--- config.mk ---
export PLATFORM = sky130hd
export DESIGN_NAME = sync_length_crc16_frame_receiver
export DESIGN_NICKNAME = d
export VERILOG_FILES = /design/src/hdl/srfr_pkg.sv /design/src/hdl/srfr_cfg_regs.sv /design/src/hdl/srfr_deframer.sv /design/src/hdl/sync_length_crc16_frame_receiver.sv
export SDC_FILE = /design/constraint.sdc
export NUM_CORES = 1
export LEC_CHECK = 0
export ABC_CLOCK_PERIOD_IN_PS = 5150
export BUFFER_PORTS_ARGS = -buffer_cell sky130_fd_sc_hd__buf_2
export CORE_UTILIZATION = 40
export CTS_CLUSTER_DIAMETER = 120
export DETAILED_ROUTE_END_ITERATION = 10
export PLACE_DENSITY_LB_ADDON = 0.15
export SETUP_SLACK_MARGIN = 0.1
export SLEW_MARGIN = 20
export SYNTH_ARGS = -nofsm -noshare
export SYNTH_HDL_FRONTEND = slang
export SYNTH_SLANG_ARGS = --single-unit
--- constraint.sdc ---
create_clock -name clk -period 5.15 [get_ports clk]
set_input_delay 0.2575 -clock clk [delete_from_list [all_inputs] [get_ports clk]]
set_output_delay 0.2575 -clock clk [all_outputs]
set_load 0.03 [all_outputs]
--- src/hdl/srfr_pkg.sv ---
// Package for the sync and length framed byte receiver.
// Holds widths, reset values, code enums, shared structs and the CRC-16 byte update.
// No dependencies.
`default_nettype none
package srfr_pkg;

  localparam int MAX_FRAME = 512;
  localparam int CNT_W     = $clog2(MAX_FRAME + 1);
  localparam int POS_OUT_W = 9;
  localparam int BYTE_W    = 8;
  localparam int LEN_W     = 10;
  localparam int STATUS_W  = 3;
  localparam int CFG_IDX_W = 3;
  localparam int CRC_W     = 16;
  localparam int TOT_W     = 17;

  localparam logic [CRC_W-1:0]  CRC_INIT = 16'hFFFF;
  localparam logic [CRC_W-1:0]  CRC_POLY = 16'hA001;
  localparam logic [TOT_W-1:0]  HDR_TRL_BYTES = 17'd6;

  localparam logic [BYTE_W-1:0] SYNC_FIRST_RST  = 8'd93;
  localparam logic [BYTE_W-1:0] SYNC_SECOND_RST = 8'd71;
  localparam logic [BYTE_W-1:0] END_MARKER_RST  = 8'd3;
  localparam logic [LEN_W-1:0]  MIN_LEN_RST     = 10'd15;
  localparam logic [LEN_W-1:0]  MAX_LEN_RST     = 10'd332;

  typedef enum logic [1:0] {
    PH_SYNC1 = 2'd0,
    PH_SYNC2 = 2'd1,
    PH_BODY  = 2'd2
  } phase_t;

  typedef enum logic [STATUS_W-1:0] {
    ST_NONE       = 3'd0,
    ST_GOOD       = 3'd1,
    ST_CRC_BAD    = 3'd2,
    ST_MARKER_BAD = 3'd3,
    ST_LEN_BAD    = 3'd4
  } status_t;

  typedef enum logic [CFG_IDX_W-1:0] {
    CFG_SYNC_FIRST  = 3'd0,
    CFG_SYNC_SECOND = 3'd1,
    CFG_END_MARKER  = 3'd2,
    CFG_MIN_LEN     = 3'd3,
    CFG_MAX_LEN     = 3'd4
  } cfg_idx_t;

  typedef struct packed {
    logic [BYTE_W-1:0] sync_first;
    logic [BYTE_W-1:0] sync_second;
    logic [BYTE_W-1:0] end_marker;
    logic [LEN_W-1:0]  min_len;
    logic [LEN_W-1:0]  max_len;
  } cfg_t;

  typedef struct packed {
    logic [BYTE_W-1:0]    data_byte;
    logic [POS_OUT_W-1:0] byte_position;
    logic                 in_frame;
    logic                 is_payload;
    logic                 frame_end;
    status_t              frame_status;
  } result_t;

  function automatic logic [CRC_W-1:0] crc_byte(input logic [CRC_W-1:0] crc_in,
                                                input logic [BYTE_W-1:0] b);
    logic [CRC_W-1:0] c;
    c = crc_in ^ {{(CRC_W-BYTE_W){1'b0}}, b};
    for (int i = 0; i < BYTE_W; i++) begin
      if (c[0]) begin
        c = (c >> 1) ^ CRC_POLY;
      end else begin
        c = c >> 1;
      end
    end
    return c;
  endfunction

endpackage
`default_nettype wire

--- src/hdl/srfr_cfg_regs.sv ---
// Configuration registers of the framed byte receiver: sync bytes, end marker, length limits.
// Depends on srfr_pkg.
`default_nettype none
module srfr_cfg_regs (
  input  wire logic                           clk,
  input  wire logic                           rst_n,
  input  wire logic                           cfg_valid,
  output logic                                cfg_ready,
  input  wire logic [srfr_pkg::CFG_IDX_W-1:0] cfg_index,
  input  wire logic [srfr_pkg::LEN_W-1:0]     cfg_data,
  output srfr_pkg::cfg_t                      cfg
);
  import srfr_pkg::*;

  cfg_t cfg_r;

  assign cfg_ready = 1'b1;
  assign cfg       = cfg_r;

  always_ff @(posedge clk) begin
    if (!rst_n) begin
      cfg_r.sync_first  <= SYNC_FIRST_RST;
      cfg_r.sync_second <= SYNC_SECOND_RST;
      cfg_r.end_marker  <= END_MARKER_RST;
      cfg_r.min_len     <= MIN_LEN_RST;
      cfg_r.max_len     <= MAX_LEN_RST;
    end else if (cfg_valid) begin
      case (cfg_idx_t'(cfg_index))
        CFG_SYNC_FIRST:  cfg_r.sync_first  <= cfg_data[BYTE_W-1:0];
        CFG_SYNC_SECOND: cfg_r.sync_second <= cfg_data[BYTE_W-1:0];
        CFG_END_MARKER:  cfg_r.end_marker  <= cfg_data[BYTE_W-1:0];
        CFG_MIN_LEN:     cfg_r.min_len     <= cfg_data;
        CFG_MAX_LEN:     cfg_r.max_len     <= cfg_data;
        default: begin
        end
      endcase
    end
  end

endmodule
`default_nettype wire

--- src/hdl/srfr_deframer.sv ---
// Frame state of the receiver and the single-pass logic that handles one byte.
// Depends on srfr_pkg for the CRC update, codes and structs.
`default_nettype none
module srfr_deframer (
  input  wire logic                        clk,
  input  wire logic                        rst_n,
  input  wire logic                        step,
  input  wire logic [srfr_pkg::BYTE_W-1:0] rx_byte,
  input  wire srfr_pkg::cfg_t              cfg,
  output srfr_pkg::result_t                res
);
  import srfr_pkg::*;

  phase_t             phase_r, phase_nxt;
  logic [CNT_W-1:0]   pos_r, pos_nxt;
  logic [CNT_W-1:0]   total_r, total_nxt;
  logic [BYTE_W-1:0]  len_hi_r, len_hi_nxt;
  logic [CRC_W-1:0]   crc_r, crc_nxt;
  logic [BYTE_W-1:0]  rx_crc_hi_r, rx_crc_hi_nxt;
  logic               marker_ok_r, marker_ok_nxt;

  logic [CRC_W-1:0]   crc_upd;
  logic [CRC_W-1:0]   len_full;
  logic [TOT_W-1:0]   total_calc;
  logic [CRC_W-1:0]   rx_crc;
  logic               len_bad;

  assign crc_upd    = crc_byte(crc_r, rx_byte);
  assign len_full   = {len_hi_r, rx_byte};
  assign total_calc = TOT_W'(len_full) + HDR_TRL_BYTES;
  assign rx_crc     = {rx_crc_hi_r, rx_byte};
  assign len_bad    = (total_calc < TOT_W'(cfg.min_len)) || (total_calc > TOT_W'(cfg.max_len))
                   || (total_calc > TOT_W'(MAX_FRAME));

  always_comb begin
    phase_nxt     = phase_r;
    pos_nxt       = pos_r;
    total_nxt     = total_r;
    len_hi_nxt    = len_hi_r;
    crc_nxt       = crc_r;
    rx_crc_hi_nxt = rx_crc_hi_r;
    marker_ok_nxt = marker_ok_r;

    res.data_byte     = rx_byte;
    res.byte_position = '0;
    res.in_frame      = 1'b0;
    res.is_payload    = 1'b0;
    res.frame_end     = 1'b0;
    res.frame_status  = ST_NONE;

    case (phase_r)
      PH_BODY: begin
        res.in_frame      = 1'b1;
        res.byte_position = POS_OUT_W'(pos_r);
        if (pos_r == CNT_W'(2)) begin
          len_hi_nxt = rx_byte;
          crc_nxt    = crc_upd;
          pos_nxt    = CNT_W'(3);
        end else if (pos_r == CNT_W'(3)) begin
          crc_nxt = crc_upd;
          if (len_bad) begin
            res.frame_end    = 1'b1;
            res.frame_status = ST_LEN_BAD;
            phase_nxt        = PH_SYNC1;
            pos_nxt          = '0;
            total_nxt        = '0;
            len_hi_nxt       = '0;
            crc_nxt          = CRC_INIT;
            rx_crc_hi_nxt    = '0;
            marker_ok_nxt    = 1'b0;
          end else begin
            total_nxt = CNT_W'(total_calc);
            if (len_full == '0) begin
              marker_ok_nxt = (rx_byte == cfg.end_marker);
            end
            pos_nxt = CNT_W'(4);
          end
        end else if (pos_r <= total_r - CNT_W'(3)) begin
          res.is_payload = 1'b1;
          crc_nxt        = crc_upd;
          if (pos_r == total_r - CNT_W'(3)) begin
            marker_ok_nxt = (rx_byte == cfg.end_marker);
          end
          pos_nxt = pos_r + CNT_W'(1);
        end else if (pos_r == total_r - CNT_W'(2)) begin
          rx_crc_hi_nxt = rx_byte;
          pos_nxt       = pos_r + CNT_W'(1);
        end else begin
          res.frame_end = 1'b1;
          if (!marker_ok_r) begin
            res.frame_status = ST_MARKER_BAD;
          end else if (rx_crc != crc_r) begin
            res.frame_status = ST_CRC_BAD;
          end else begin
            res.frame_status = ST_GOOD;
          end
          phase_nxt     = PH_SYNC1;
          pos_nxt       = '0;
          total_nxt     = '0;
          len_hi_nxt    = '0;
          crc_nxt       = CRC_INIT;
          rx_crc_hi_nxt = '0;
          marker_ok_nxt = 1'b0;
        end
      end
      PH_SYNC2: begin
        if (rx_byte == cfg.sync_second) begin
          res.in_frame      = 1'b1;
          res.byte_position = POS_OUT_W'(1);
          phase_nxt         = PH_BODY;
          pos_nxt           = CNT_W'(2);
          crc_nxt           = CRC_INIT;
          marker_ok_nxt     = 1'b0;
        end else if (rx_byte == cfg.sync_first) begin
          res.in_frame = 1'b1;
          pos_nxt      = CNT_W'(1);
        end else begin
          phase_nxt     = PH_SYNC1;
          pos_nxt       = '0;
          total_nxt     = '0;
          len_hi_nxt    = '0;
          crc_nxt       = CRC_INIT;
          rx_crc_hi_nxt = '0;
          marker_ok_nxt = 1'b0;
        end
      end
      default: begin
        if (rx_byte == cfg.sync_first) begin
          res.in_frame = 1'b1;
          phase_nxt    = PH_SYNC2;
          pos_nxt      = CNT_W'(1);
        end else begin
          phase_nxt     = PH_SYNC1;
          pos_nxt       = '0;
          total_nxt     = '0;
          len_hi_nxt    = '0;
          crc_nxt       = CRC_INIT;
          rx_crc_hi_nxt = '0;
          marker_ok_nxt = 1'b0;
        end
      end
    endcase
  end

  always_ff @(posedge clk) begin
    if (!rst_n) begin
      phase_r     <= PH_SYNC1;
      pos_r       <= '0;
      total_r     <= '0;
      len_hi_r    <= '0;
      crc_r       <= CRC_INIT;
      rx_crc_hi_r <= '0;
      marker_ok_r <= 1'b0;
    end else if (step) begin
      phase_r     <= phase_nxt;
      pos_r       <= pos_nxt;
      total_r     <= total_nxt;
      len_hi_r    <= len_hi_nxt;
      crc_r       <= crc_nxt;
      rx_crc_hi_r <= rx_crc_hi_nxt;
      marker_ok_r <= marker_ok_nxt;
    end
  end

endmodule
`default_nettype wire

--- src/hdl/sync_length_crc16_frame_receiver.sv ---
// Sync and length framed byte receiver with CRC-16 Modbus check: one result per input byte.
// Accepts one byte per clock cycle unless a pending result is held by out_ready; each byte
// passes through the input register and then the result register. The rate is set by the
// single CRC-16 byte update and frame state logic that sits between the two. Configuration
// writes are taken on any cycle and must only be issued while no byte is in flight.
// Depends on srfr_pkg, srfr_cfg_regs and srfr_deframer.
`default_nettype none
module sync_length_crc16_frame_receiver (
  input  wire logic                           clk,
  input  wire logic                           rst_n,
  input  wire logic                           in_valid,
  output logic                                in_ready,
  input  wire logic [srfr_pkg::BYTE_W-1:0]    in_rx_byte,
  output logic                                out_valid,
  input  wire logic                           out_ready,
  output logic [srfr_pkg::BYTE_W-1:0]         out_data_byte,
  output logic [srfr_pkg::POS_OUT_W-1:0]      out_byte_position,
  output logic                                out_in_frame,
  output logic                                out_is_payload,
  output logic                                out_frame_end,
  output logic [srfr_pkg::STATUS_W-1:0]       out_frame_status,
  input  wire logic                           cfg_valid,
  output logic                                cfg_ready,
  input  wire logic [srfr_pkg::CFG_IDX_W-1:0] cfg_index,
  input  wire logic [srfr_pkg::LEN_W-1:0]     cfg_data
);
  import srfr_pkg::*;

  cfg_t              cfg;
  result_t           res;
  result_t           out_res_r;
  logic              out_valid_r;
  logic              s0_valid_r;
  logic [BYTE_W-1:0] s0_byte_r;
  logic              advance;
  logic              step;

  assign advance  = !out_valid_r || out_ready;
  assign step     = s0_valid_r && advance;
  assign in_ready = !s0_valid_r || advance;

  srfr_cfg_regs u_cfg (
    .clk       (clk),
    .rst_n     (rst_n),
    .cfg_valid (cfg_valid),
    .cfg_ready (cfg_ready),
    .cfg_index (cfg_index),
    .cfg_data  (cfg_data),
    .cfg       (cfg)
  );

  srfr_deframer u_deframer (
    .clk     (clk),
    .rst_n   (rst_n),
    .step    (step),
    .rx_byte (s0_byte_r),
    .cfg     (cfg),
    .res     (res)
  );

  always_ff @(posedge clk) begin
    if (!rst_n) begin
      s0_valid_r <= 1'b0;
    end else if (in_valid && in_ready) begin
      s0_valid_r <= 1'b1;
    end else if (step) begin
      s0_valid_r <= 1'b0;
    end
  end

  always_ff @(posedge clk) begin
    if (in_valid && in_ready) begin
      s0_byte_r <= in_rx_byte;
    end
  end

  always_ff @(posedge clk) begin
    if (!rst_n) begin
      out_valid_r <= 1'b0;
    end else if (step) begin
      out_valid_r <= 1'b1;
    end else if (out_ready) begin
      out_valid_r <= 1'b0;
    end
  end

  always_ff @(posedge clk) begin
    if (step) begin
      out_res_r <= res;
    end
  end

  assign out_valid         = out_valid_r;
  assign out_data_byte     = out_res_r.data_byte;
  assign out_byte_position = out_res_r.byte_position;
  assign out_in_frame      = out_res_r.in_frame;
  assign out_is_payload    = out_res_r.is_payload;
  assign out_frame_end     = out_res_r.frame_end;
  assign out_frame_status  = out_res_r.frame_status;

endmodule
`default_nettype wire
After elaboration in Yosys (flattened, before gate mapping):

Index checks and enable logic that the tools add are counted.

* register bits: 132
* RAM bits: 0
* output and inout bits: 26
* logic and storage cells: 173
* memory bits (read-only): 0
* memories kept: 0
* bits of input ports: 26
* latch bits: 0

* reductions and logical operators: 25
* divide/modulo/power cells: 0
* $mul: 0
* bitwise logic cells: 10
* eq/ne operators: 27
* multiplexer cells: 82
* $lt $le $gt $ge: 4
* add/sub/neg operators: 4
* shifts and indexed selects: 0

Operator list (count)
* 2-to-1 mux 16 bit: 15
* 2-to-1 mux 10 bit: 12
* 2-to-1 mux 8 bit: 13
* case mux 10 bit (2 select lines): 2
* case mux 16 bit (2 select lines): 1
* case mux 8 bit (2 select lines): 2
* == test 8 bit: 3
* inverter 2 -> 3 bit: 8
* == test 10 bit: 2
* == test 10 x 2 -> 1 bit, second input constant: 2
* AND reduction 5 bit: 4
* subtractor 10 x 2 -> 10 bit, second input constant: 2
* 2-to-1 mux 1 bit: 19
* 2-to-1 mux 2 bit: 9
* case mux 9 bit (2 select lines): 1
* adder 16 x 3 -> 17 bit, second input constant: 1
* > comparator 17 x 10 -> 1 bit: 1
* > comparator 17 x 10 -> 1 bit, second input constant: 1
* less-than comparator 17 x 10 -> 1 bit: 1
* zero test 16 bit: 1
* 2-to-1 mux 4 bit: 4
* != test 16 bit: 1
* != test 4 x 2 -> 1 bit, second input constant: 4
* bitwise XOR 16 x 8 -> 16 bit: 1
* other kinds (24): 42

Logic depth before layout (Yosys ltp):

Gate-level depths: netlist of the first run.

* depth in word-level cells: 21
* mapped depth: 17
* mapped depth without buffers: 15

By module:

A second synthesis of the first run with hierarchy kept.

* cells, all modules: 870
* area, all modules: 7908.8 um^2

Modules (own cells, without submodules)
* srfr_deframer: area each 5089.9 um^2, cells an instance 655, instances 1, sequential area each 1101.1 um^2
* srfr_cfg_regs: area each 1784.2 um^2, cells an instance 175, instances 1, sequential area each 880.8 um^2
* sync_length_crc16_frame_receiver: area each 1034.7 um^2, cells an instance 40, instances 1, sequential area each 970.9 um^2

Worst setup path before layout of the first run:

No wires, ideal clock.

* kind: register to register
* from: reg s0_byte_r[1]
* to: reg u_deframer.rx_crc_hi_r[0]
* path buffers: 1
* stages on the path, launching flop included: 17
* slack: 1.363 ns
* data required time: 5.033 ns
* setup time: 0.117 ns
* data arrival time: 3.671 ns
* period minus slack after synthesis: 3.787 ns
* cells stage by stage: edfxtp_1 buf_2 inv_1 ha_1 and4b_1 nand2_1 xor2_1 inv_1 ha_1 nand4_1 nor2_1 a2111oi_0 a21oi_1 or4b_4 o211ai_2 nor4_4 a22o_1

* word-level cells in the longest chain between the ends: 6
* elaborated cells on any way between the ends: 14
* classes of those cells: add/sub: 1; order compare: 3; eq/ne: 4; mux: 3; reduce/logical: 3

Ends and longest elaborated chain
* start, declared: RTL line sync_length_crc16_frame_receiver.sv:34 `logic [BYTE_W-1:0] s0_byte_r;`
* start signal, assigned: RTL line sync_length_crc16_frame_receiver.sv:73 `s0_byte_r <= in_rx_byte;`
* adder 16 x 3 -> 17 bit: RTL line srfr_deframer.sv:30 `assign total_calc = TOT_W'(len_full) + HDR_TRL_BYTES;`
* less-than comparator 17 x 10 -> 1 bit / > comparator 17 x 10 -> 1 bit (equally long branches): RTL line srfr_deframer.sv:32 `assign len_bad = (total_calc < TOT_W'(cfg.min_len)) || (total_calc > TOT_W'(cfg.max_len))`
* logical OR 1 bit: RTL line srfr_deframer.sv:32
* logical OR 1 bit: RTL line srfr_deframer.sv:33 `|| (total_calc > TOT_W'(MAX_FRAME));`
* != test 3 x 2 -> 1 bit (no source line)
* AND reduction 5 bit (no source line)
* end signal, assigned: RTL line srfr_deframer.sv:160 `rx_crc_hi_r <= rx_crc_hi_nxt;`
* end, declared: RTL line srfr_deframer.sv:19 `logic [BYTE_W-1:0] rx_crc_hi_r, rx_crc_hi_nxt;`

Several ways; a longest one is shown, not always the timed one. The select of a mux whose other input is x is not followed.
A chain may end at the register's enable or synchronous reset.

Worst setup path after layout of the first run:

* from: reg s0_byte_r[3]
* to: reg u_deframer.rx_crc_hi_r[6]

The elaborated chain is that of the path after synthesis.

==> reports/results.txt, run 1 <==
Proportion of layout cells with a drive suffix above 1 - 12.9%
Final Hold Vio Count - 0
DRC - 0
RSZ-0062 raised after global routing - false
Worst Hold Class - input port to flip-flop
Mean Syn Cell Area - 8.72 sq um
Initial core utilization - 40.8%
Number of global-route vias before repair - 6051
Longest Clk Path Bufs - 2
Crit path max fanout - 13
CTS Buf Count - 17
Sink Count - 132
Syn. warnings - 0
P&R area growth vs syn - 14.2%
GRT overflow - 0
Top_reg_cell synth - dfxtp_1
Global placement routability congestion - 0.845
Top Ports - 52
Hold slack final - 0.0287 ns
Minimum clock period - 4.16 ns
Dominant cells by area after synthesis - dfxtp_1 27%, edfxtp_1 12%, nand2_1 6.8%
Post-place setup slack - 1.04 ns
Largest net degree at the start of global routing - 42
Final net count - 983
Register-to-Register Path Depth - 13
First-pass GRT wire length - 32.8 mm
Top-count cell post-synth - nand2_1
Total Routing Usage GR - 21.4%
CP required - 5.51 ns
DP HPWL - 14.5 mm
Crit path DAT - 4.53 ns
Setup CP Type - flip-flop to flip-flop
Worst Hold Depth - 1
Crit-path leading delay family - compound AO/OA/AOI/OAI gates
FFs w/ async S/R, synth - 0%
CTS tree - done
Mapped Nets - 941
CP max stage cell - edfxtp_1
Synth cell count leaders - 139 x nand2_1, 101 x dfxtp_1, 65 x a21oi_1, 50 x nor2_1, 41 x inv_1
Worst setup SP type - flip-flop
EDFF count, synth - 31
Antenna Nets Post-Route - 0
Maximum operating frequency - 0.240 GHz
Clock-pin slew on the worst setup and hold paths - 0.06 ns
Crit-path cells - and4b_1, nand2_1, xor2_1, inv_1, ha_1, nand4_1, nor2_1, a2111oi_0, a21oi_1, nor4b_4, a211oi_1, o22ai_1, a22o_1
Status - completed
Total Wirelength - 19.9 mm
Worst path buffer plus inverter count - 1
Initial DRC Count - 469
Core area - 18700 sq um
Cell depth of the worst setup path - 13
DR WL/cell - 17.1 um
H-tree depth - 4
Cell Area, Synth - 7630 sq um
Clk_skew - 0.0132 ns
Slew margin rel. - 52.6%
Clock Latency Late Sink - 0.43 ns
Vias per cell - 5.40
Final setup violating endpoints - 0
1st-pass router iterations - 5
Initial antenna violation count - 0
Worst Max-Slew Pin Slew - 0.706 ns
FP Rows - 50
Pleak - 3.42 nW
DIE WIDTH - 140 um
Die ar. - 19600 sq um
Setup ws final - 0.987 ns
Pins over their slew limit - 0
CTS root buf - clkbuf_16
Vias - 6290
FF+latch count, synth - 132
Inserted Diodes - 0
Pwr Density - 296 nW/um^2
Fin crit share - 80.8%
Largest area contributor in the netlist - dfxtp_1
Max cap viols - 0
Post-DP Area - 8050 sq um
Netlist cell types - 79
Peak VDD IR - 228 uV
Seq/Total Area, Yosys - 38.7%
Setup TNS - 0 ns
Setup Buffers After CTS - 0
Post-Syn Instances - 875
Crit-path max cell delay - 0.70 ns
Port Buffers - 50
CP Capture Type - flip-flop
Yosys top cell area share - 26.5%
Final Cell Area - 8710 sq um
Die Height - 140 um
## repair_timing
action,4_1_cts,5_1_grt
resized for setup,0,0
hold buffers,5,0
hold endpoints to repair,5,0
## report_power, final
group | internal (mW) | total, mW | switching [mW]
Combinational | 0.0744 | 0.216 | 0.142
Clock | 0.735 | 1.25 | 0.520
Sequential | 1.08 | 1.10 | 0.0193
Total | 1.89 | 2.57 | 0.681
## cells in the final DEF, fill, tap and decap left out, drive strengths merged, types with 3 or more instances in the layout
| cell | instances |
|---|---|
| a2111oi | 8 |
| a211oi | 15 |
| a21o | 7 |
| a21oi | 65 |
| a22o | 8 |
| a31oi | 4 |
| and2 | 4 |
| and3 | 20 |
| buf | 60 |
| clkbuf | 17 |
| clkinv | 4 |
| dfxtp | 101 |
| dlygate4sd3 | 5 |
| edfxtp | 31 |
| ha | 40 |
| inv | 51 |
| mux2i | 3 |
| nand2 | 140 |
| nand2b | 6 |
| nand3 | 30 |
| nand4 | 10 |
| nor2 | 50 |
| nor2b | 6 |
| nor3 | 26 |
| nor3b | 5 |
| nor4 | 25 |
| o211ai | 10 |
| o21a | 5 |
| o21ai | 29 |
| o2bb2ai | 9 |
| or3 | 12 |
| or3b | 3 |
| or4 | 3 |
| or4b | 3 |
| xnor2 | 39 |
| xor2 | 39 |
## per-stage QoR
stage | utilization, % | power (mW) | cells
3_3_place_gp | 43.0 | 1.34 | 1127
3_5_place_dp | 43.0 | 1.34 | 1127
6_report | 46.5 | 2.57 | 1164
5_1_grt | 46.5 | 2.67 | 1164
4_1_cts | 46.5 | 2.60 | 1164
2_1_floorplan | - | 1.27 | 875
## per-layer routing
metal	global-route usage (%)	vias to the layer above	wire length [um]
met1	30.3	2946	9810
met5	0	-	0
li1	-	3222	-
met3	3.62	11	748
met4	6.02	0	184
met2	33.5	111	9110
## kinds of logic (layout without fill, tap and decap cells)
logic type,count (synthesis),in the layout,share of synthesized area (%)
DFF,132,132,38.7
xor gates and xnor gates,78,78,8.96
AOI/OAI and AO/OA,183,183,16.7
other,1,1,0.0492
buffers and inverters,85,140,4.73
muxes,3,3,0.394
and+or+nand+nor,353,353,23.9
adders and majority gates,40,40,6.56
## registers in the layout, summed over array words and instances (netlist names), 2 cells and up
register                count
u_deframer.len_hi_r         8
out_data_byte               8
u_deframer.total_r         10
u_deframer.pos_r           10
s0_byte_r                   8
u_cfg.cfg                  44
u_deframer.crc_r           16
out_byte_position           9
out_frame_status            3
u_deframer.phase_r          2
u_deframer.rx_crc_hi_r      8
## final timing paths
check | from | to | slack (ns)
min | in_rx_byte[5] | s0_byte_r[5]$_DFFE_PP_ | 0.03
min reg2reg | u_cfg.cfg[14]$_SDFFE_PN0P_ | u_cfg.cfg[14]$_SDFFE_PN0P_ | 0.46
max reg2reg | s0_byte_r[3]$_DFFE_PP_ | u_deframer.rx_crc_hi_r[6]$_SDFFE_PN0P_ | 0.99
max | s0_byte_r[3]$_DFFE_PP_ | u_deframer.rx_crc_hi_r[6]$_SDFFE_PN0P_ | 0.99
## layout make-up
class                   instances  area (sq um)
clock buffers                  17           425
clock inverters                15           180
fillers                      1848         10000
flip-flops and latches        132          2950
well taps                     234           293
inverters                      43           161
multi-input cells             658          4320
repair buffers                 65           375
Power figures use the tool's default switching activity.
==> inputs of run 2 (changes only) <==
- ABC_CLOCK_PERIOD_IN_PS: 5150 -> 3900
- clock period: 5.15 -> 3.9 ns (I/O delays scaled with it)
==> reports/results.txt, run 2 (synthesis gave the netlist of run 1 again) <==
CP max stage cell - or4b_4
Initial antenna violation count - 0 (unchanged)
Final net count - 1007 (+2.4%)
Clock-pin slew on the worst setup and hold paths - 0.06 ns (about the same)
Vias per cell - 5.49 (+1.5%)
Slew margin rel. - 59.5% (+6.9 points)
Crit path max fanout - 4 (-9)
Number of global-route vias before repair - 6289 (+3.9%)
Setup TNS - 0 ns (unchanged)
1st-pass router iterations - 5 (unchanged)
Longest Clk Path Bufs - 2 (unchanged)
RSZ-0062 raised after global routing - false
CP Capture Type - flip-flop
Setup CP Type - flip-flop to flip-flop
Final setup violating endpoints - 0 (unchanged)
GRT overflow - 0 (unchanged)
CP required - 4.19 ns (-1.32 ns)
Pwr Density - 369 nW/um^2 (+25%)
Clk_skew - 0.0104 ns (-0.00279 ns)
Sink Count - 132 (unchanged)
Clock Latency Late Sink - 0.42 ns (about the same)
Post-layout util - 48.1% (+1.5 points)
First-pass GRT wire length - 33.2 mm (+1.3%)
Global placement routability congestion - 0.864 (+2.3%)
Hold Path End - s0_valid_r$_SDFFE_PN0P_
Max FFs per register - 44 (unchanged)
Most common cell after layout, fill and taps aside - nand2_1
Largest net degree at the start of global routing - 44 (+4.8%)
Commonest cells after routing, fill and taps aside - 138 x nand2_1, 101 x dfxtp_1, 64 x a21oi_1
Placed cell count - 1146 (+1.7%)
Total Routing Usage GR - 21.6% (+0.16 points)
Crit-path max cell delay - 0.61 ns (-0.09 ns)
Core area - 18700 sq um (unchanged)
Worst r2r dst - u_deframer.phase_r[0]$_SDFFE_PN0P_
Crit-path cells - inv_1, ha_2, and4b_1, nand2_1, xor2_2, inv_1, ha_1, nand4_1, nor2_1, a2111oi_2, a21oi_2, or4b_4, o211ai_1, a211oi_2, mux2i_1
FP Rows - 50 (unchanged)
CTS tree - done
Die ar. - 19600 sq um (unchanged)
Top Ports - 52 (unchanged)
Post-Layout Cell Count - 1188 (+2.1%)
Worst Hold Class - input port to flip-flop
Pleak - 3.53 nW (+3.2%)
DRC - 0 (unchanged)
Vias - 6517 (+3.6%)
R2r setup slk - 0.29 ns (-0.69 ns)
Crit path DAT - 3.90 ns (-0.63 ns)
Power, Total - 3.32 mW (+29%)
Total Wirelength - 20.3 mm (+2.3%)
DIE WIDTH - 140 um (unchanged)
Peak VDD IR - 288 uV (+27%)
Worst Hold Depth - 3 (+2)
Status - completed
Reg-to-Reg Start - s0_byte_r[1]$_DFFE_PP_
Fin crit share - 92.5% (+12 points)
Maximum operating frequency - 0.277 GHz (+15%)
P&R area growth vs syn - 17.9%
DP HPWL - 14.7 mm (+1.8%)
Initial core utilization - 40.8% (unchanged)
Antenna Nets Post-Route - 0 (unchanged)
DR WL/cell - 17.1 um (+0.23%)
Max cap viols - 0 (unchanged)
Worst setup SP type - flip-flop
CTS Buf Count - 17 (unchanged)
Pins over their slew limit - 0 (unchanged)
Final Hold Vio Count - 0 (unchanged)
Min-delay src - in_valid
H-tree depth - 4 (unchanged)
Most used cell, CP - inv_1
Register-to-Register Path Depth - 15 (+2)
CTS root buf - clkbuf_16
Inserted Diodes - 0 (unchanged)
Initial DRC Count - 370 (-21%)
Port Buffers - 50 (unchanged)
Minimum clock period - 3.61 ns (-0.557 ns)
Proportion of layout cells with a drive suffix above 1 - 16.1% (+3.2 points)
Worst Max-Slew Pin Slew - 0.607 ns (-0.0994 ns)
Die Height - 140 um (unchanged)
==> run 2: changes by cell type in the layout (fill, tap and decap cells not counted), sizes merged <==
cell / delta
clkbuf: +1
buf: +21
inv: -8
clkinvlp: +1
dlygate4sd3: +3
clkinv: +6
==> run 2: through the flow <==
step                hold slack, ns  instance area [sq um]  setup slack [ns]
floorplan                    0.294                   7630             0.113
global placement             0.376                   8190             0.166
detailed placement           0.377                   8190             0.104
CTS                        0.00477                   8840             0.141
global route                0.0127                   8990            0.0699
finish                      0.0136                   8990             0.294
==> run 2: timing repair <==
| action | in CTS | in global routing |
|---|---|---|
| gates resized for setup | 1 | 29 |
| buffers inserted | 0 | 2 |
| hold buffers | 8 | 0 |
| endpoints found under the hold margin | 8 | 0 |
| pin swaps | 1 | 6 |
| gates cloned | 0 | 0 |
| setup endpoints to repair | 13 | 45 |
==> run 2: how the worst max path moves through the flow <==
| stage | start | cells past startpoint | endpoint | slack [ns] |
|---|---|---|---|---|
| floorplan | s0_byte_r[1]$_DFFE_PP_ | 16 | u_deframer.rx_crc_hi_r[0]$_SDFFE_PN0P_ | 0.11 |
| global placement | s0_byte_r[2]$_DFFE_PP_ | 13 | u_deframer.rx_crc_hi_r[5]$_SDFFE_PN0P_ | 0.17 |
| detailed placement | s0_byte_r[1]$_DFFE_PP_ | 15 | u_deframer.rx_crc_hi_r[5]$_SDFFE_PN0P_ | 0.10 |
| CTS | s0_byte_r[1]$_DFFE_PP_ | 16 | u_deframer.crc_r[3]$_SDFFE_PN1P_ | 0.14 |
| global route | s0_byte_r[2]$_DFFE_PP_ | 16 | u_deframer.marker_ok_r$_SDFFE_PN0P_ | 0.07 |
| finish | s0_byte_r[1]$_DFFE_PP_ | 15 | u_deframer.phase_r[0]$_SDFFE_PN0P_ | 0.29 |
==> run 2: worst max-delay path, delay by kind of cell (launching register included) <==
kind | cells | cell delay, ns
buffers and inverters | 2 | 0.17
XOR/XNOR | 1 | 0.16
AND/OR/NAND/NOR | 5 | 1.16
adder cells (fa/ha/maj) | 2 | 0.50
multiplexers | 1 | 0.15
flip-flops | 1 | 0.38
AO/OA/AOI/OAI | 4 | 0.94
==> run 2: area by class of cell <==
type | instances | area (sq um)
clock inverters | 14 | 136
flip-flops and latches | 132 | 2950
fillers | 1799 | 9710
repair buffers | 89 | 571
inverters | 43 | 161
multi-input cells | 658 | 4450
well taps | 234 | 293
clock buffers | 18 | 429
==> run 2: where the power goes <==
part,internal (mW),switching (mW)
sequential,1.43,0.0158
clock,0.935,0.608
combinational,0.118,0.209
==> run 2: routing by layer <==
| metal | wire length (um) | global-route usage, % |
|---|---|---|
| met5 | 0 | 0 |
| met4 | 350 | 7.23 |
| met3 | 848 | 4.10 |
| met2 | 9590 | 35.1 |
| met1 | 9520 | 28.7 |
==> inputs of run 3 (changes only) <==
- SYNTH_HIERARCHICAL: default -> 1
==> reports/results.txt, run 3 <==
Cell Area, Synth - 7910 sq um (+3.7%)
Reg-to-Reg Start - u_deframer/total_r[2]$_SDFFE_PN0P_
Peak VDD IR - 306 uV (+6.0%)
FP Rows - 51 (+2.0%)
Simple-gate share of the synthesized area - 22.2% (-1.6 points)
Worst r2r dst - u_deframer/crc_r[12]$_SDFFE_PN1P_
Mapped Nets - 936 (-0.53%)
Status - completed
CTS root buf - clkbuf_16
Reg area - 2950 sq um (unchanged)
Pins over their slew limit - 0 (unchanged)
Largest area contributor in the netlist - dfxtp_1
CTS Buf Count - 17 (unchanged)
Final Cell Area - 9300 sq um (+3.4%)
Vias per cell - 5.26 (-4.1%)
DRC - 0 (unchanged)
Setup TNS - 0 ns (unchanged)
Final net count - 997 (-0.99%)
Top-count cell post-synth - dfxtp_1
Longest Clk Path Bufs - 2 (unchanged)
Crit-path cells - or3_1, or3_4, nor3_2, xnor2_1, ha_1, nand4_1, a211oi_2, a2111oi_2, or3_4, or4_4, nand3_4, buf_4, a21oi_1, o32a_1
EDFF count, synth - 31 (unchanged)
Synth Area in Adders - 6.33% (-0.23 points)
Post-DP Area - 8530 sq um (+4.1%)
Seq/Total Area, Yosys - 37.3% (-1.4 points)
Crit path max fanout - 4 (unchanged)
Worst Max-Slew Pin Slew - 1.02 ns (+0.411 ns)
Min-delay src - cfg_data[8]
Worst Hold Class - input port to flip-flop
Die ar. - 20300 sq um (+3.7%)
Pwr Density - 353 nW/um^2 (-4.3%)
RSZ-0062 raised after global routing - true
Multi-input logic area - 4600 sq um (+3.3%)
Top_reg_cell synth - dfxtp_1
Mux cell area share after synthesis - 5.82% (+5.4 points)
Largest net degree at the start of global routing - 80 (+82%)
Worst setup SP type - flip-flop
Compound-Gate Fraction of Synth Area - 13.6% (-3.1 points)
Worst path buffer plus inverter count - 1 (-1)
Synth cell count leaders - 101 x dfxtp_1, 84 x nand2_1, 46 x a21oi_1, 46 x mux2i_1, 45 x inv_1
Clock-pin slew on the worst setup and hold paths - 0.06 ns (about the same)
Antenna Nets Post-Route - 0 (unchanged)
Initial core utilization - 40.8% (about the same)
Pleak - 3.75 nW (+6.2%)
Setup CP Type - flip-flop to flip-flop
Top Ports - 52 (unchanged)
Most used cell, CP - or3_4
Worst Hold Depth - 3 (unchanged)
Register-to-Register Path Depth - 14 (-1)
Main combinational cell family by area after synthesis - simple AND/OR/NAND/NOR gates
FFs w/ async S/R, synth - 0% (unchanged)
Core area - 19400 sq um (+3.7%)
Syn. warnings - 6 (+6)
Fin crit share - 94.3% (+1.9 points)
GRT overflow - 0 (unchanged)
Sink Count - 132 (unchanged)
Max cap viols - 0 (unchanged)
Mean Syn Cell Area - 9.09 sq um (+4.3%)
Hold Path End - u_cfg/cfg[18]$_SDFFE_PN0P_
Global placement routability congestion - 0.868 (+0.46%)
Total Routing Usage GR - 21.2% (-0.38 points)
Max FFs per register - 44 (unchanged)
First-pass GRT wire length - 33.2 mm (-0.14%)
Total Wirelength - 20.1 mm (-1.2%)
CP required - 4.21 ns (+0.02 ns)
CP Capture Type - flip-flop
Final Hold Vio Count - 0 (unchanged)
Number of global-route vias before repair - 6249 (-0.64%)
Final setup violating endpoints - 0 (unchanged)
DP HPWL - 14.8 mm (+0.28%)
CP max stage cell - or4_4
Initial antenna violation count - 0 (unchanged)
Proportion of layout cells with a drive suffix above 1 - 16.8% (+0.70 points)
Slew margin rel. - 31.3% (-28 points)
Commonest cells after routing, fill and taps aside - 101 x dfxtp_1, 84 x nand2_1, 50 x buf_2
Post-place setup slack - 0.169 ns (+0.0649 ns)
Netlist cell types - 76 (-3.8%)
DIE WIDTH - 143 um (+1.8%)
CTS tree - done
Clk_skew - 0.00622 ns (-0.00418 ns)
R2r setup slk - 0.22 ns (-0.07 ns)
Vias - 6357 (-2.5%)
Port Buffers - 50 (unchanged)
Crit-path max cell delay - 0.56 ns (-0.05 ns)
Post-Syn Instances - 870 (-0.57%)
Setup ws final - 0.221 ns (-0.0728 ns)
XOR/XNOR Fraction of Synth Area - 8.70% (-0.26 points)
DR WL/cell - 16.6 um (-3.0%)
Maximum operating frequency - 0.272 GHz (-2.0%)
Yosys top cell area share - 25.6% (-0.95 points)
1st-pass router iterations - 4 (-1)
Crit-path leading delay family - simple AND/OR/NAND/NOR gates
Crit path DAT - 3.99 ns (+0.09 ns)
Dominant cells by area after synthesis - dfxtp_1 26%, edfxtp_1 12%, ha_1 6.3%
Most common cell after layout, fill and taps aside - dfxtp_1
Minimum clock period - 3.68 ns (+0.0728 ns)
FF+latch count, synth - 132 (unchanged)
Inserted Diodes - 0 (unchanged)
H-tree depth - 4 (unchanged)
Layout fillers - 1931 (+7.3%)
Die Height - 143 um (+1.8%)
Clock Latency Late Sink - 0.43 ns (about the same)
P&R area growth vs syn - 17.6%
Initial DRC Count - 296 (-20%)
-- run 3: cell count changes after synthesis, moves of 14 or more --
cell / delta
a21oi_1: -19
and2_1: +21
mux2i_1: +43
nand2_1: -55
nor2_1: -23
nor2b_1: +29
o21ai_0: -16
o32a_1: +14
-- run 3: through the flow --
step	util [%]	std cells	power, mW	hold slack (ns)
after floorplan	-	870	1.69	0.294
after global placement	44.0	1164	1.79	0.373
after detailed placement	44.0	1164	1.80	0.373
after CTS	47.2	1204	3.30	0.0121
after global routing	47.9	1209	3.41	0.0240
final	47.9	1209	3.28	0.0185
-- run 3: layer usage --
layer / track usage (%) / vias to the layer above / wire length [um]
li1: - / 3214 / -
met1: 27.2 / 2996 / 9440
met2: 35.4 / 122 / 9510
met3: 4.12 / 25 / 707
met4: 7.24 / 0 / 401
met5: 0 / - / 0
-- run 3: what timing repair did --
item                                    4_1_cts  5_1_grt
hold buffers                                  8        0
gates resized for setup                       0       17
setup buffers                                 0        5
endpoints found under the setup margin        0       43
endpoints found under the hold margin         8        0
-- run 3: cells by family (layout without fill, tap and decap cells) --
| family | count (synthesis) | after routing |
|---|---|---|
| AND/OR/NAND/NOR | 315 | 315 |
| AO/OA/AOI/OAI | 151 | 151 |
| other | 1 | 1 |
| adder cells (fa/ha/maj) | 40 | 40 |
| XOR/XNOR | 77 | 77 |
| flip-flops | 132 | 132 |
| multiplexers | 46 | 46 |
| buffers and inverters | 108 | 182 |
-- run 3: tightest hold or removal path, cell delays in order --
cell and delay [ns]:
buf_2 0.11, nand2_1 0.05, mux2i_1 0.05
-- run 3: how the worst max path moves through the flow --
stage	cells after the start	startpoint	end	slack [ns]
6_report	14	u_deframer/total_r[2]$_SDFFE_PN0P_	u_deframer/crc_r[12]$_SDFFE_PN1P_	0.22
5_1_grt	14	u_deframer/total_r[2]$_SDFFE_PN0P_	u_deframer/crc_r[8]$_SDFFE_PN1P_	0.07
4_1_cts	16	u_deframer/total_r[2]$_SDFFE_PN0P_	u_deframer/total_r[4]$_SDFFE_PN0P_	0.15
3_5_place_dp	16	u_deframer/total_r[2]$_SDFFE_PN0P_	u_deframer/crc_r[4]$_SDFFE_PN1P_	0.17
3_3_place_gp	14	u_deframer/total_r[5]$_SDFFE_PN0P_	u_deframer/crc_r[14]$_SDFFE_PN1P_	0.19
2_1_floorplan	16	s0_byte_r[1]$_DFFE_PP_	u_deframer/crc_r[8]$_SDFFE_PN1P_	0.11
-- run 3: power by group --
part	total, mW	switching [mW]	internal, mW
Sequential	1.45	0.0200	1.43
Combinational	0.335	0.198	0.137
Clock	1.50	0.672	0.827
-- run 3: cell type report --
cell class,count,share of cell area [%]
inverters,45,1.82
repair buffers,105,7.52
well taps,265,3.57
clock inverters,15,1.33
multi-input cells,630,49.4
flip-flops and latches,132,31.8
clock buffers,17,4.57
